**config.mk**
```make
export PLATFORM = sky130hd
export DESIGN_NAME = energy_meter_datagram_parser
export DESIGN_NICKNAME = d
export VERILOG_FILES = /design/src/design/emdp_pkg.sv /design/src/design/energy_meter_datagram_parser.sv
export SDC_FILE = /design/constraint.sdc
export NUM_CORES = 1
export LEC_CHECK = 0
export ABC_AREA = 0
export BUFFER_PORTS_ARGS = -buffer_cell sky130_fd_sc_hd__buf_4
export CAP_MARGIN = 15
export CELL_PAD_IN_SITES_DETAIL_PLACEMENT = 1
export CELL_PAD_IN_SITES_GLOBAL_PLACEMENT = 1
export CORE_MARGIN = 2
export CORE_UTILIZATION = 35
export DETAILED_ROUTE_END_ITERATION = 8
export GPL_TIMING_DRIVEN = 0
export PLACE_DENSITY_LB_ADDON = 0.1
export SYNTH_ARGS = -nofsm -noshare
export SYNTH_HDL_FRONTEND = slang
export SYNTH_SLANG_ARGS = --single-unit
```
**constraint.sdc**
```tcl
create_clock -name clk_i -period 8.6 [get_ports clk_i]
set_input_delay 0.86 -clock clk_i [delete_from_list [all_inputs] [get_ports clk_i]]
set_output_delay 0.86 -clock clk_i [all_outputs]
set_load 0.1 [all_outputs]
```
**src/design/emdp_pkg.sv**
```systemverilog
package emdp_pkg;

  localparam int unsigned MAX_MESSAGE_BYTES = 2048;
  localparam int unsigned LEN_W             = 12;
  localparam int unsigned MINF_W            = 8;
  localparam int unsigned CFG_DATA_W        = 12;
  localparam int unsigned OUT_TDATA_W       = 144;

  // register indexes
  localparam logic CFG_MESSAGE_LENGTH = 1'b0;
  localparam logic CFG_MIN_FIELDS     = 1'b1;

  localparam logic [LEN_W-1:0]  MESSAGE_LENGTH_RST = LEN_W'(600);
  localparam logic [MINF_W-1:0] MIN_FIELDS_RST     = MINF_W'(1);
  localparam logic [LEN_W-1:0]  MAX_LEN            = LEN_W'(MAX_MESSAGE_BYTES);

  // header layout
  localparam logic [7:0]       ID_BYTE0       = 8'h53;
  localparam logic [7:0]       ID_BYTE1       = 8'h4d;
  localparam logic [7:0]       ID_BYTE2       = 8'h41;
  localparam logic [LEN_W-1:0] ID_LEN         = LEN_W'(3);
  localparam logic [LEN_W-1:0] HDR_LAST_POS   = LEN_W'(19);
  localparam logic [3:0]       WORD_BYTES     = 4'd4;
  localparam logic [3:0]       SUM_BYTES      = 4'd8;
  localparam logic [7:0]       TYPE_ACTUAL    = 8'd4;
  localparam logic [7:0]       TYPE_SUMMED    = 8'd8;

  // parse phases
  localparam logic [2:0] PH_HEADER = 3'd0;
  localparam logic [2:0] PH_SERIAL = 3'd1;
  localparam logic [2:0] PH_STAMP  = 3'd2;
  localparam logic [2:0] PH_FHDR   = 3'd3;
  localparam logic [2:0] PH_VALUE  = 3'd4;
  localparam logic [2:0] PH_DONE   = 3'd5;
  localparam logic [2:0] PH_ERROR  = 3'd6;

  // status codes
  localparam logic [2:0] ST_OK        = 3'd0;
  localparam logic [2:0] ST_TOO_SHORT = 3'd1;
  localparam logic [2:0] ST_BAD_ID    = 3'd2;
  localparam logic [2:0] ST_BAD_FMT   = 3'd3;
  localparam logic [2:0] ST_TRUNC     = 3'd4;

  // result kinds
  localparam logic KIND_RECORD = 1'b0;
  localparam logic KIND_STATUS = 1'b1;

  localparam int unsigned QUEUE_DEPTH = 4;
  localparam int unsigned QPTR_W      = $clog2(QUEUE_DEPTH);
  localparam int unsigned QCNT_W      = $clog2(QUEUE_DEPTH + 1);

  typedef struct packed {
    logic        kind;
    logic [7:0]  field_address;
    logic        is_summed;
    logic [63:0] field_value;
    logic [31:0] serial_number;
    logic [31:0] time_stamp;
    logic [2:0]  status;
    logic        last;
  } result_t;

  function automatic logic [7:0] ident_byte(input logic [1:0] pos);
    logic [7:0] b;
    case (pos)
      2'd0:    b = ID_BYTE0;
      2'd1:    b = ID_BYTE1;
      2'd2:    b = ID_BYTE2;
      default: b = 8'h00;
    endcase
    return b;
  endfunction

endpackage

```
**src/design/energy_meter_datagram_parser.sv**
```systemverilog
// The result words of an accepted byte are written into the registered result queue at the edge that accepts it.
// Throughput: one input byte per cycle; a byte that ends a record and the datagram
// queues two result words, and the 4-word result queue drops s_axis_tready while
// it holds more than two words.
// Reset (rst_ni low, asynchronous): parser state cleared to the header phase, queue
// emptied, message_length = 600, min_fields = 1.
module energy_meter_datagram_parser (
  input  logic                               clk_i,
  input  logic                               rst_ni,
  // config write port
  input  logic                               cfg_we_i,
  input  logic                               cfg_index_i,
  input  logic [emdp_pkg::CFG_DATA_W-1:0]    cfg_data_i,
  // input bytes
  input  logic                               s_axis_tvalid,
  output logic                               s_axis_tready,
  input  logic [7:0]                         s_axis_tdata,  // [7:0] data_byte
  input  logic                               s_axis_tlast,  // end_of_message
  // results
  output logic                               m_axis_tvalid,
  input  logic                               m_axis_tready,
  // [7:0] field_address, [8] is_summed, [72:9] field_value, [104:73] serial_number,
  // [136:105] time_stamp, [139:137] status, [143:140] zero
  output logic [emdp_pkg::OUT_TDATA_W-1:0]   m_axis_tdata,
  output logic                               m_axis_tuser,  // kind
  output logic                               m_axis_tlast   // last
);

  localparam int unsigned LW = emdp_pkg::LEN_W;
  localparam int unsigned MW = emdp_pkg::MINF_W;
  localparam int unsigned PW = emdp_pkg::QPTR_W;
  localparam int unsigned CW = emdp_pkg::QCNT_W;

  // configuration
  logic [LW-1:0] message_length_q;
  logic [MW-1:0] min_fields_q;

  always_ff @(posedge clk_i or negedge rst_ni) begin
    if (!rst_ni) begin
      message_length_q <= emdp_pkg::MESSAGE_LENGTH_RST;
      min_fields_q     <= emdp_pkg::MIN_FIELDS_RST;
    end else if (cfg_we_i) begin
      case (cfg_index_i)
        emdp_pkg::CFG_MESSAGE_LENGTH: message_length_q <= cfg_data_i[LW-1:0];
        emdp_pkg::CFG_MIN_FIELDS:     min_fields_q     <= cfg_data_i[MW-1:0];
        default: ;
      endcase
    end
  end

  // parser state
  logic [LW-1:0] pos_q,     pos_d;
  logic [2:0]    phase_q,   phase_d;
  logic [3:0]    sub_q,     sub_d;
  logic [MW-1:0] fcount_q,  fcount_d;
  logic [63:0]   shift_q,   shift_d;
  logic [7:0]    addr_q,    addr_d;
  logic          summed_q,  summed_d;
  logic [31:0]   serial_q,  serial_d;
  logic [31:0]   stamp_q,   stamp_d;
  logic [2:0]    err_q,     err_d;

  // post-parse values, before the end-of-message clear
  logic [LW-1:0] pos_p;
  logic [2:0]    phase_p;
  logic [3:0]    sub_p;
  logic [MW-1:0] fcount_p;
  logic [63:0]   shift_p;
  logic [7:0]    addr_p;
  logic          summed_p;
  logic [31:0]   serial_p;
  logic [31:0]   stamp_p;
  logic [2:0]    err_p;

  logic [LW-1:0] eff_len;
  logic          in_range;
  logic [7:0]    b;
  logic [3:0]    sub_inc;
  logic [63:0]   val_next;
  logic          rec_valid;
  logic [63:0]   rec_value;
  logic          fhdr_fmt_bad;
  logic          fhdr_type_bad;
  logic          fhdr_ok_end;
  logic [2:0]    st_code;
  logic          s_accept;

  assign s_accept = s_axis_tvalid && s_axis_tready;
  assign eff_len  = (message_length_q < emdp_pkg::MAX_LEN) ? message_length_q
                                                           : emdp_pkg::MAX_LEN;
  assign in_range = pos_q < eff_len;
  assign b        = s_axis_tdata;
  assign sub_inc  = sub_q + 4'd1;
  assign val_next = {shift_q[55:0], b};

  // field header decode: bytes 0..2 are in shift_q, byte 3 is the current one
  assign fhdr_fmt_bad  = (shift_q[23:16] != 8'h00) || (b != 8'h00);
  assign fhdr_type_bad = (shift_q[7:0] != emdp_pkg::TYPE_ACTUAL) &&
                         (shift_q[7:0] != emdp_pkg::TYPE_SUMMED);
  assign fhdr_ok_end   = fcount_q >= min_fields_q;

  always_comb begin
    pos_p     = pos_q;
    phase_p   = phase_q;
    sub_p     = sub_q;
    fcount_p  = fcount_q;
    shift_p   = shift_q;
    addr_p    = addr_q;
    summed_p  = summed_q;
    serial_p  = serial_q;
    stamp_p   = stamp_q;
    err_p     = err_q;
    rec_valid = 1'b0;
    rec_value = summed_q ? val_next : {{32{val_next[31]}}, val_next[31:0]};

    if (in_range) begin
      pos_p = pos_q + LW'(1);
      case (phase_q)
        emdp_pkg::PH_HEADER: begin
          if (pos_q < emdp_pkg::ID_LEN && b != emdp_pkg::ident_byte(pos_q[1:0])) begin
            phase_p = emdp_pkg::PH_ERROR;
            err_p   = emdp_pkg::ST_BAD_ID;
          end else if (pos_q == emdp_pkg::HDR_LAST_POS) begin
            phase_p = emdp_pkg::PH_SERIAL;
            sub_p   = 4'd0;
          end
        end
        emdp_pkg::PH_SERIAL: begin
          serial_p = {serial_q[23:0], b};
          sub_p    = sub_inc;
          if (sub_inc == emdp_pkg::WORD_BYTES) begin
            phase_p = emdp_pkg::PH_STAMP;
            sub_p   = 4'd0;
          end
        end
        emdp_pkg::PH_STAMP: begin
          stamp_p = {stamp_q[23:0], b};
          sub_p   = sub_inc;
          if (sub_inc == emdp_pkg::WORD_BYTES) begin
            phase_p = emdp_pkg::PH_FHDR;
            sub_p   = 4'd0;
            shift_p = '0;
          end
        end
        emdp_pkg::PH_FHDR: begin
          shift_p = {32'h0, shift_q[23:0], b};
          sub_p   = sub_inc;
          if (sub_inc == emdp_pkg::WORD_BYTES) begin
            sub_p   = 4'd0;
            shift_p = '0;
            if (fhdr_fmt_bad || fhdr_type_bad) begin
              if (fhdr_ok_end) begin
                phase_p = emdp_pkg::PH_DONE;
              end else begin
                phase_p = emdp_pkg::PH_ERROR;
                err_p   = fhdr_fmt_bad ? emdp_pkg::ST_BAD_FMT : emdp_pkg::ST_BAD_ID;
              end
            end else begin
              addr_p   = shift_q[15:8];
              summed_p = (shift_q[7:0] == emdp_pkg::TYPE_SUMMED);
              phase_p  = emdp_pkg::PH_VALUE;
            end
          end
        end
        emdp_pkg::PH_VALUE: begin
          shift_p = val_next;
          sub_p   = sub_inc;
          if (sub_inc == (summed_q ? emdp_pkg::SUM_BYTES : emdp_pkg::WORD_BYTES)) begin
            rec_valid = 1'b1;
            if (fcount_q != {MW{1'b1}}) begin
              fcount_p = fcount_q + MW'(1);
            end
            phase_p = emdp_pkg::PH_FHDR;
            sub_p   = 4'd0;
            shift_p = '0;
          end
        end
        default: ;
      endcase
    end
  end

  always_comb begin
    if (pos_p < eff_len) begin
      st_code = emdp_pkg::ST_TOO_SHORT;
    end else if (phase_p == emdp_pkg::PH_ERROR) begin
      st_code = err_p;
    end else if (phase_p <= emdp_pkg::PH_STAMP) begin
      st_code = emdp_pkg::ST_TOO_SHORT;
    end else if (phase_p == emdp_pkg::PH_VALUE) begin
      st_code = emdp_pkg::ST_TRUNC;
    end else begin
      st_code = emdp_pkg::ST_OK;
    end
  end

  always_comb begin
    if (s_axis_tlast) begin
      pos_d    = '0;
      phase_d  = emdp_pkg::PH_HEADER;
      sub_d    = '0;
      fcount_d = '0;
      shift_d  = '0;
      addr_d   = '0;
      summed_d = 1'b0;
      serial_d = '0;
      stamp_d  = '0;
      err_d    = emdp_pkg::ST_OK;
    end else begin
      pos_d    = pos_p;
      phase_d  = phase_p;
      sub_d    = sub_p;
      fcount_d = fcount_p;
      shift_d  = shift_p;
      addr_d   = addr_p;
      summed_d = summed_p;
      serial_d = serial_p;
      stamp_d  = stamp_p;
      err_d    = err_p;
    end
  end

  always_ff @(posedge clk_i or negedge rst_ni) begin
    if (!rst_ni) begin
      pos_q    <= '0;
      phase_q  <= emdp_pkg::PH_HEADER;
      sub_q    <= '0;
      fcount_q <= '0;
      shift_q  <= '0;
      addr_q   <= '0;
      summed_q <= 1'b0;
      serial_q <= '0;
      stamp_q  <= '0;
      err_q    <= emdp_pkg::ST_OK;
    end else if (s_accept) begin
      pos_q    <= pos_d;
      phase_q  <= phase_d;
      sub_q    <= sub_d;
      fcount_q <= fcount_d;
      shift_q  <= shift_d;
      addr_q   <= addr_d;
      summed_q <= summed_d;
      serial_q <= serial_d;
      stamp_q  <= stamp_d;
      err_q    <= err_d;
    end
  end

  // result words
  emdp_pkg::result_t rec_word, st_word;

  always_comb begin
    rec_word               = '0;
    rec_word.kind          = emdp_pkg::KIND_RECORD;
    rec_word.field_address = addr_q;
    rec_word.is_summed     = summed_q;
    rec_word.field_value   = rec_value;

    st_word                = '0;
    st_word.kind           = emdp_pkg::KIND_STATUS;
    st_word.serial_number  = serial_p;
    st_word.time_stamp     = stamp_p;
    st_word.status         = st_code;
    st_word.last           = 1'b1;
  end

  // result queue, up to two pushes per cycle
  emdp_pkg::result_t queue_q [emdp_pkg::QUEUE_DEPTH];
  logic [PW-1:0] wr_ptr_q, wr_ptr_d, rd_ptr_q, rd_ptr_d, wr_ptr_nx;
  logic [CW-1:0] count_q, count_d;
  logic          push_rec, push_st, pop;
  logic [1:0]    push_n;

  assign push_rec  = s_accept && rec_valid;
  assign push_st   = s_accept && s_axis_tlast;
  assign push_n    = {1'b0, push_rec} + {1'b0, push_st};
  assign pop       = m_axis_tvalid && m_axis_tready;
  assign wr_ptr_nx = wr_ptr_q + PW'(1);
  assign wr_ptr_d  = wr_ptr_q + PW'(push_n);
  assign rd_ptr_d  = rd_ptr_q + PW'(pop);
  assign count_d   = count_q + CW'(push_n) - CW'(pop);

  always_ff @(posedge clk_i) begin
    if (push_rec) begin
      queue_q[wr_ptr_q] <= rec_word;
    end
    if (push_st) begin
      queue_q[push_rec ? wr_ptr_nx : wr_ptr_q] <= st_word;
    end
  end

  always_ff @(posedge clk_i or negedge rst_ni) begin
    if (!rst_ni) begin
      wr_ptr_q <= '0;
      rd_ptr_q <= '0;
      count_q  <= '0;
    end else begin
      wr_ptr_q <= wr_ptr_d;
      rd_ptr_q <= rd_ptr_d;
      count_q  <= count_d;
    end
  end

  emdp_pkg::result_t head;
  assign head = queue_q[rd_ptr_q];

  assign s_axis_tready = count_q <= CW'(emdp_pkg::QUEUE_DEPTH - 2);
  assign m_axis_tvalid = count_q != '0;
  assign m_axis_tuser  = head.kind;
  assign m_axis_tlast  = head.last;
  assign m_axis_tdata  = {4'h0, head.status, head.time_stamp, head.serial_number,
                          head.field_value, head.is_summed, head.field_address};

endmodule

```
==> impl_metrics.json, run 1 <==
{
  "die_height_um": 313,
  "synthFlopType": "dfxtp_1",
  "reg2reg_from": "message_length_q[11]$_DFFE_PN0P_",
  "netlist_instances": 2995,
  "cp-start-kind": "flop",
  "cts_hold_buf": 0,
  "finalCriticalPeriod_ns": 5.88,
  "critPathLaunch": "message_length_q[11]$_DFFE_PN0P_",
  "clk_pin_slew_ns": 0.06,
  "cap_violations": 0,
  "final_util": 0.415,
  "synth_edf_count": 268,
  "cts_buffers": 88,
  "core_area_sq_um": 94900,
  "avgSynthCellArea_sq_um": 11.2,
  "p_leak_nw": 15.3,
  "worstPathMaxFanout": 11,
  "clk_latency_ns": 0.66,
  "place.gp.congestion": 0.814,
  "clock_skew_ns": 0.0289,
  "io_pins": 175,
  "die-area_sq_um": 97900,
  "pwr_density_cell_nw_per_um2": 322,
  "area_delta_synth_final_pct": 17.8,
  "num_rows": 113,
  "end_kind": "flop",
  "post_cts_buffers": 0,
  "clkSinkCount": 750,
  "worstMarginPinSlew_ns": 1.07,
  "setup-tns-final_ns": 0,
  "drt-initial-drc-count": 1656,
  "path_class": "flop to flop",
  "reg2reg_to": "queue_q[3][3]$_DFFE_PP_",
  "yosysUniqueCellTypes": 73,
  "hpwl_um": 77800,
  "final_cell_mix": "506 x nand2_1, 426 x nor2_1, 296 x dfxtp_1, 268 x edfxtp_1, 205 x a21oi_1",
  "relSlewSlack": 0.277,
  "clockRootBuffer": "clkbuf_16",
  "grt_usage": 0.230,
  "fp.dieW_um": 313,
  "synth-simple-area-share": 0.126,
  "yosysSeqAreaShare": 0.558,
  "synth_xor_xnor_area_share": 0.00603,
  "vias_per_cell": 5.38,
  "grt_max_degree": 106,
  "fmax_ghz": 0.170,
  "antenna_found_initial": 2,
  "reg2reg_depth": 20,
  "cp.arrival_ns": 6.29,
  "hold_viol": 0,
  "vias": 24800,
  "synth-compound-area-share": 0.126,
  "cts_max_level": 3,
  "drc": 0,
  "async_flop_share": 0.248,
  "ant_nets": 0,
  "ir_worst_vdd_mv": 0.152,
  "yosys-mux-area-fraction": 0.123,
  "cts_max_path_buffers": 3,
  "synth_seq_cells": 750,
  "status": "complete, no violations",
  "wire_per_inst_um": 24.5,
  "initial_core_util": 0.352,
  "yosys.area_share.adder": 0.0178,
  "layout_commonest_cell": "nand2_1",
  "cp.required_ns": 9.01,
  "tritoncts": "built",
  "antenna_cells": 0,
  "cts-resized-gates": 0,
  "fin_total_pwr_w": 0.0127,
  "rrSetupSlack_ns": 2.72,
  "nNetsFinal": 3341,
  "grt_pass1_wl_um": 170000,
  "dr.pass1.iters": 5,
  "wl_um": 113000,
  "slew_violations": 0,
  "grt_pass1_vias": 26700,
  "holdCritPathClass": "input port to async pin",
  "syn_area_sq_um": 33400,
  "io_buffers": 169,
  "grt_setup_unrepaired": "false",
  "grt_overflow": 0,
  "synth_warnings": 0,
  "drive_gt1_frac": 0.194,
  "synth_top_family_by_area": "compound AO/OA/AOI/OAI gates",
  "min_period_over_period": 0.684,
  "setup-violations-final": 0
}
where the power goes:
part / total (W) / internal (W) / switching (W)
Combinational: 0.00466 / 0.00133 / 0.00333
Sequential: 0.00429 / 0.00400 / 0.000287
Clock: 0.00373 / 0.00220 / 0.00152
Total: 0.0127 / 0.00753 / 0.00514
per-layer routing:
layer | global-route usage | wire (um)
met2 | 0.406 | 57300
met3 | 0.0341 | 4370
met4 | 0.0630 | 2850
met5 | 0 | 24
met1 | 0.292 | 48200
registers in the layout (all words and copies together), names as in the netlist, 3 cells and up:
register	count
min_fields_q	8
phase_q	3
stamp_q	32
err_q	3
queue_q	564
serial_q	32
addr_q	8
sub_q	4
message_length_q	12
pos_q	12
shift_q	56
count_q	3
fcount_q	8
cell families after synthesis:
kind of cell / Yosys count
xor gates and xnor gates: 23
DFF: 750
and+or+nand+nor: 1047
buffers and inverters: 279
AOI/OAI and AO/OA: 616
muxes: 232
adders and majority gates: 47
other: 1
synth_stat cells (all sizes together) (3+ instances only):
cell	number	area share
buf	122	0.025
inv	26	0.0029
and3	8	0.0015
o211ai	4	0.00090
ha	46	0.017
a211oi	130	0.038
o21ai	123	0.019
a221oi	3	0.0012
or3	3	0.00056
a22o	43	0.011
a21oi	215	0.033
nor4	9	0.0017
edfxtp	268	0.24
nand2b	9	0.0017
or2	3	0.00056
a21o	5	0.0011
nand4	11	0.0021
mux2i	71	0.021
dfxtp	296	0.18
o22ai	4	0.00075
o31ai	5	0.0013
xor2	14	0.0037
nor2	426	0.048
o21a	4	0.00090
mux4	142	0.096
clkbuf	131	0.015
nand2	512	0.058
mux2	19	0.0064
nand3	13	0.0019
dfstp	5	0.0039
nor3	20	0.0030
xnor2	9	0.0024
nor2b	5	0.00094
a21boi	4	0.00090
dfrtp	181	0.14
a22oi	64	0.014
and2	16	0.0030
worst max path at each step:
stage,endpoint
2_1_floorplan,queue_q[2][10]$_DFFE_PP_
3_3_place_gp,queue_q[0][11]$_DFFE_PP_
3_5_place_dp,queue_q[0][2]$_DFFE_PP_
4_1_cts,queue_q[0][2]$_DFFE_PP_
5_1_grt,queue_q[1][3]$_DFFE_PP_
6_report,queue_q[3][3]$_DFFE_PP_
worst max-delay path: stages, from the launching register on:
cell and delay, ns:
dfrtp_1 0.41, inv_1 0.10, clkbuf_1 0.42, nand2_1 0.18, ha_1 0.33, a21oi_1 0.15, o21ai_0 0.14, a221oi_2 0.59
and2_0 0.33, buf_2 0.27, nand4_1 0.26, nor3_1 0.42, xor2_1 0.28, ha_1 0.29, o21ai_0 0.16, nand2b_1 0.08
a311oi_1 0.34, o32a_1 0.39, a221oi_1 0.15, a21boi_1 0.19, and2_1 0.17
final cells by class:
type	count	area [sq um]
inverter	26	97.6
clock inverter	29	303
timing repair buffer	179	1490
clock buffer	134	2530
sequential	750	18600
fill	10300	55500
buffer	253	1340
tap	1265	1580
multi-input combinational	1969	13400
through the flow:
step	setup slack (ns)	area (sq um)	instances	hold slack, ns
detailed placement	2.65	36500	4442	0.443
global route	2.17	39400	4605	0.230
CTS	2.64	39400	4605	0.211
floorplan	3.38	33400	2998	0.417
finish	2.72	39400	4605	0.197
global placement	0.800	36300	4432	0.429
Note: power is estimated with default switching activity, not from simulation.
==> run 2, diff against run 1 <==
clock period = 5.4 ns   (was 8.6 ns; I/O delays follow)
==> impl_metrics.json, run 2 (synthesis results as in run 1) <==
{
  "io_pins": 175,
  "setup-tns-final_ns": 0,
  "p_leak_nw": 15.3,
  "fmax_ghz": 0.197,
  "crit_cells": 21,
  "critPathLaunch": "message_length_q[11]$_DFFE_PN0P_",
  "area_delta_synth_final_pct": 18.2,
  "clkSinkCount": 750,
  "vias_per_cell": 5.37,
  "final_cell_mix": "505 x nand2_1, 424 x nor2_1, 296 x dfxtp_1, 268 x edfxtp_1, 205 x a21oi_1",
  "layout_commonest_cell": "nand2_1",
  "whs_path_depth": 3,
  "slew_violations": 0,
  "dpl_cell_area_sq_um": 36500,
  "holdCritPathClass": "input port to flop",
  "cts_max_level": 3,
  "reg_top3": "queue_q: 564 flops, shift_q: 56 flops",
  "vias": 24700,
  "largest_reg_flops": 564,
  "grt_usage": 0.230,
  "final.fill_count": 10300,
  "crit_family": "compound AO/OA/AOI/OAI gates",
  "end_kind": "flop",
  "wire_per_inst_um": 24.5,
  "seq_area_sq_um": 18600,
  "grt_overflow": 0,
  "hpwl_um": 77800,
  "cts_max_path_buffers": 3,
  "relSlewSlack": 0.282,
  "clk_latency_ns": 0.66,
  "drc": 0,
  "fp.dieW_um": 313,
  "dp.cells": 4442,
  "cap_violations": 0,
  "cp.arrival_ns": 5.48,
  "clockRootBuffer": "clkbuf_16",
  "grt_max_degree": 106,
  "num_rows": 113,
  "ir_worst_vdd_mv": 0.242,
  "core_area_sq_um": 94900,
  "stdcell_area_sq_um": 39500,
  "cp_slowest_cell": "dfrtp_1",
  "worstPathMaxFanout": 11,
  "min_period_over_period": 0.941,
  "place.gp.congestion": 0.814,
  "drive_gt1_frac": 0.199,
  "pwr_density_cell_nw_per_um2": 512,
  "hold_viol": 0,
  "path_cells": "inv_1 > clkbuf_4 > nand2_1 > ha_1 > a21oi_1 > o21ai_1 > a221oi_4 > and2_4 > buf_2 > nand4_1 > buf_4 > or2_4 > xnor2_2 > ha_1 > a21oi_1 > o21ai_0 > a311oi_1 > o32a_1 > a221oi_1 > o211ai_1 > nor2_1",
  "drt-initial-drc-count": 1614,
  "final_cells": 4610,
  "crit_buf_inv": 4,
  "grt_pass1_vias": 26700,
  "cp-start-kind": "flop",
  "clock_skew_ns": 0.0288,
  "grt_pass1_wl_um": 170000,
  "worstHoldStart": "cfg_data_i[11]",
  "reg2reg_from": "message_length_q[11]$_DFFE_PN0P_",
  "die-area_sq_um": 97900,
  "cts_buffers": 88,
  "dr.pass1.iters": 5,
  "final_util": 0.416,
  "largest_register": "queue_q",
  "finalCriticalPeriod_ns": 5.08,
  "wl_um": 113000,
  "multi_input_area_sq_um": 13500,
  "io_buffers": 169,
  "path_class": "flop to flop",
  "clk_pin_slew_ns": 0.06,
  "status": "complete, no violations",
  "crit_path_max_incr_delay_ns": 0.41,
  "setup-violations-final": 0,
  "tritoncts": "built",
  "worstMarginPinSlew_ns": 1.08,
  "ant_nets": 0,
  "nNetsFinal": 3346,
  "fin_total_pwr_w": 0.0202,
  "antenna_found_initial": 2,
  "reg2reg_depth": 21,
  "antenna_cells": 0,
  "cp.required_ns": 5.80,
  "initial_core_util": 0.352,
  "die_height_um": 313
}
run 2: changes by cell type in the layout (fill, tap and decap cells not counted), sizes merged:
cell / change
dlygate4sd3: +1
buf: +4
run 2: metrics by stage:
stage                     worst slack (ns)  hold slack [ns]
after CTS                           0.0489           0.0527
after global routing              -0.00557           0.0897
after floorplan                      0.183            0.244
after detailed placement            -0.552            0.443
after global placement               -2.40            0.429
final                                0.320           0.0998
run 2: cell type report:
cell class / count / area share
buffer: 253 / 0.0340
clock buffer: 134 / 0.0641
clock inverter: 29 / 0.00767
inverter: 26 / 0.00247
multi-input combinational: 1969 / 0.341
sequential: 750 / 0.472
tap: 1265 / 0.0401
timing repair buffer: 184 / 0.0388
run 2: path summary, 6_finish.rpt:
path                                               endpoint  slack, ns
max in group asynchronous          serial_q[17]$_DFFE_PN0P_       3.84
min reg2reg                     queue_q[2][98]$_SDFFE_PP0P_       0.45
min in group asynchronous       min_fields_q[6]$_DFFE_PN0P_       0.47
min                        message_length_q[11]$_DFFE_PN0P_        0.1
max reg2reg                         queue_q[0][2]$_DFFE_PP_       0.32
max                                 queue_q[0][2]$_DFFE_PP_       0.32
run 2: repair_timing:
item                                    CTS  global route
cloned                                    0             0
pin swaps                                 2             4
setup buffers                             3             1
hold buffers                              1             0
gates resized for setup                   7            13
hold endpoints to repair                 76             0
endpoints found under the setup margin   12            12
run 2: worst min-delay path, stage by stage:
cell     delay (ns)
buf_4          0.07
nand2_1        0.03
o21ai_0        0.06
run 2: routing by layer:
layer,GRT usage,vias up,share of wire
met4,0.0630,4,0.025
met5,0,-,0.00021
met1,0.292,12800,0.43
met3,0.0341,168,0.039
met2,0.407,512,0.51
li1,-,11200,-
run 2: power by group:
part	internal [W]	leakage, nW	switching, W
logic	0.00212	6.70	0.00532
clock network	0.00351	1.38	0.00243
registers	0.00637	7.24	0.000458
==> run 3, diff against run 2 <==
clock period = 4.3 ns   (was 5.4 ns; I/O delays follow)
==> impl_metrics.json, run 3 (synthesis results as in run 1) <==
{
  "setup-violations-final": 12,
  "io_buffers": 169,
  "setup-tns-final_ns": -0.741,
  "hpwl_um": 77600,
  "cts_max_level": 3,
  "layout_setup_ws_ns": -0.0884,
  "seq_area_sq_um": 18600,
  "dp_slack_ns": -1.40,
  "place.gp.congestion": 0.817,
  "violations": "setup timing",
  "slew_violations": 0,
  "holdCritPathClass": "input port to flop",
  "worstPathMaxFanout": 5,
  "grt_setup_unrepaired": "true",
  "cp_slowest_cell": "dfrtp_1",
  "fp.dieW_um": 313,
  "initial_core_util": 0.352,
  "crit_path_max_incr_delay_ns": 0.40,
  "end_kind": "flop",
  "vias_per_cell": 5.43,
  "finalCriticalPeriod_ns": 4.39,
  "dr.pass1.iters": 5,
  "largest_reg_flops": 564,
  "nNetsFinal": 3395,
  "core_area_sq_um": 94900,
  "largest_register": "queue_q",
  "path_cells": "inv_2 > buf_8 > nand2_4 > ha_4 > a21oi_4 > o21ai_2 > a221oi_4 > buf_12 > and2_4 > nand4_1 > nor3_2 > xor2_1 > ha_1 > o21ai_1 > nand2b_1 > a311oi_2 > o32a_1 > a221oi_2 > o211ai_1 > nor2_1",
  "clk_latency_ns": 0.67,
  "final_cell_mix": "492 x nand2_1, 423 x nor2_1, 296 x dfxtp_1, 268 x edfxtp_1, 231 x buf_4",
  "status": "complete, but fails checks",
  "drt-initial-drc-count": 1625,
  "drc": 0,
  "relSlewSlack": 0.174,
  "dp.cells": 4440,
  "final.fill_count": 10200,
  "grt_pass1_wl_um": 172000,
  "vias": 25300,
  "clockRootBuffer": "clkbuf_16",
  "grt_max_degree": 106,
  "layout_commonest_cell": "nand2_1",
  "hold_viol": 0,
  "antenna_found_initial": 3,
  "worstMarginPinSlew_ns": 1.23,
  "die-area_sq_um": 97900,
  "crit_buf_inv": 3,
  "antenna_cells": 0,
  "hold_ws_ns": 0.0315,
  "cts_buffers": 88,
  "wl_um": 116000,
  "clk_pin_slew_ns": 0.06,
  "io_pins": 175,
  "fin_total_pwr_w": 0.0255,
  "drive_gt1_frac": 0.225,
  "min_period_over_period": 1.02,
  "ant_nets": 0,
  "cp.arrival_ns": 4.79,
  "area_delta_synth_final_pct": 20.7,
  "cap_violations": 0,
  "grt_pass1_vias": 27200,
  "crit_family": "compound AO/OA/AOI/OAI gates",
  "grt_overflow": 0,
  "final_cells": 4656,
  "ir_worst_vdd_mv": 0.319,
  "reg_top3": "queue_q: 564 flops, shift_q: 56 flops",
  "multi_input_area_sq_um": 13800,
  "tritoncts": "built",
  "reg2reg_depth": 20,
  "path_class": "flop to flop",
  "wire_per_inst_um": 24.9,
  "crit_cells": 20,
  "grt_usage": 0.232,
  "fmax_ghz": 0.228,
  "p_leak_nw": 15.7,
  "cp-start-kind": "flop",
  "clkSinkCount": 750,
  "die_height_um": 313,
  "cp.required_ns": 4.70,
  "whs_path_depth": 2,
  "cts_max_path_buffers": 3,
  "pwr_density_cell_nw_per_um2": 633,
  "num_rows": 113,
  "clock_skew_ns": 0.0190
}
-- run 3: cell types whose count changed in the layout (fill, tap and decap cells not counted), sizes merged --
cell | before | now
bufinv | 6 | 3
clkbuf | 265 | 263
clkinv | 21 | 19
buf | 305 | 340
clkinvlp | 0 | 3
nand2 | 512 | 513
dlygate4sd3 | 1 | 12
clkdlybuf4s15 | 0 | 3
-- run 3: metal layers --
layer / GRT usage / up-vias / share of wire
met5: 0 / - / 0.00013
met1: 0.292 / 13200 / 0.42
met4: 0.0640 / 2 / 0.025
li1: - / 11300 / -
met3: 0.0337 / 183 / 0.050
met2: 0.412 / 564 / 0.51
-- run 3: path summary, 6_finish.rpt --
path / from / slack [ns] / to
worst max-delay path: message_length_q[11]$_DFFE_PN0P_ / -0.09 / queue_q[2][2]$_DFFE_PP_
worst min-delay path: cfg_data_i[7] / 0.03 / min_fields_q[7]$_DFFE_PN0P_
worst max register to register: message_length_q[11]$_DFFE_PN0P_ / -0.09 / queue_q[2][2]$_DFFE_PP_
worst min register to register: queue_q[2][0]$_SDFFE_PP1P_ / 0.45 / queue_q[2][0]$_SDFFE_PP1P_
max in group asynchronous: rst_ni / 2.86 / serial_q[27]$_DFFE_PN0P_
min in group asynchronous: rst_ni / 0.37 / shift_q[50]$_DFFE_PN0P_
-- run 3: layout make-up --
cell class	instances	share of cell area
Inverter	26	0.00242
Tap cell	1265	0.0392
Clock inverter	27	0.00642
Buffer	250	0.0343
Multi-Input combinational cell	1970	0.343
Timing Repair Buffer	235	0.0492
Clock buffer	133	0.0636
Sequential cell	750	0.462
-- run 3: per-stage QoR --
stage	area, sq um	utilization
2_1_floorplan	33400	-
3_3_place_gp	36300	0.383
3_5_place_dp	36500	0.385
4_1_cts	40100	0.422
5_1_grt	40300	0.425
6_report	40300	0.425
-- run 3: power breakdown --
part / leakage [nW] / switching [W] / internal [W]
Sequential: 7.24 / 0.000595 / 0.00800
Clock: 1.37 / 0.00312 / 0.00429
Combinational: 7.07 / 0.00678 / 0.00274
Total: 15.7 / 0.0105 / 0.0150
-- run 3: what timing repair did --
action                                  CTS  global route
gates resized for setup                  81            27
endpoints found under the setup margin  545           180
hold buffers                             12             0
endpoints found under the hold margin    93             0
pin swaps                                31            24
setup buffers                            33            10
gates cloned                              1             3
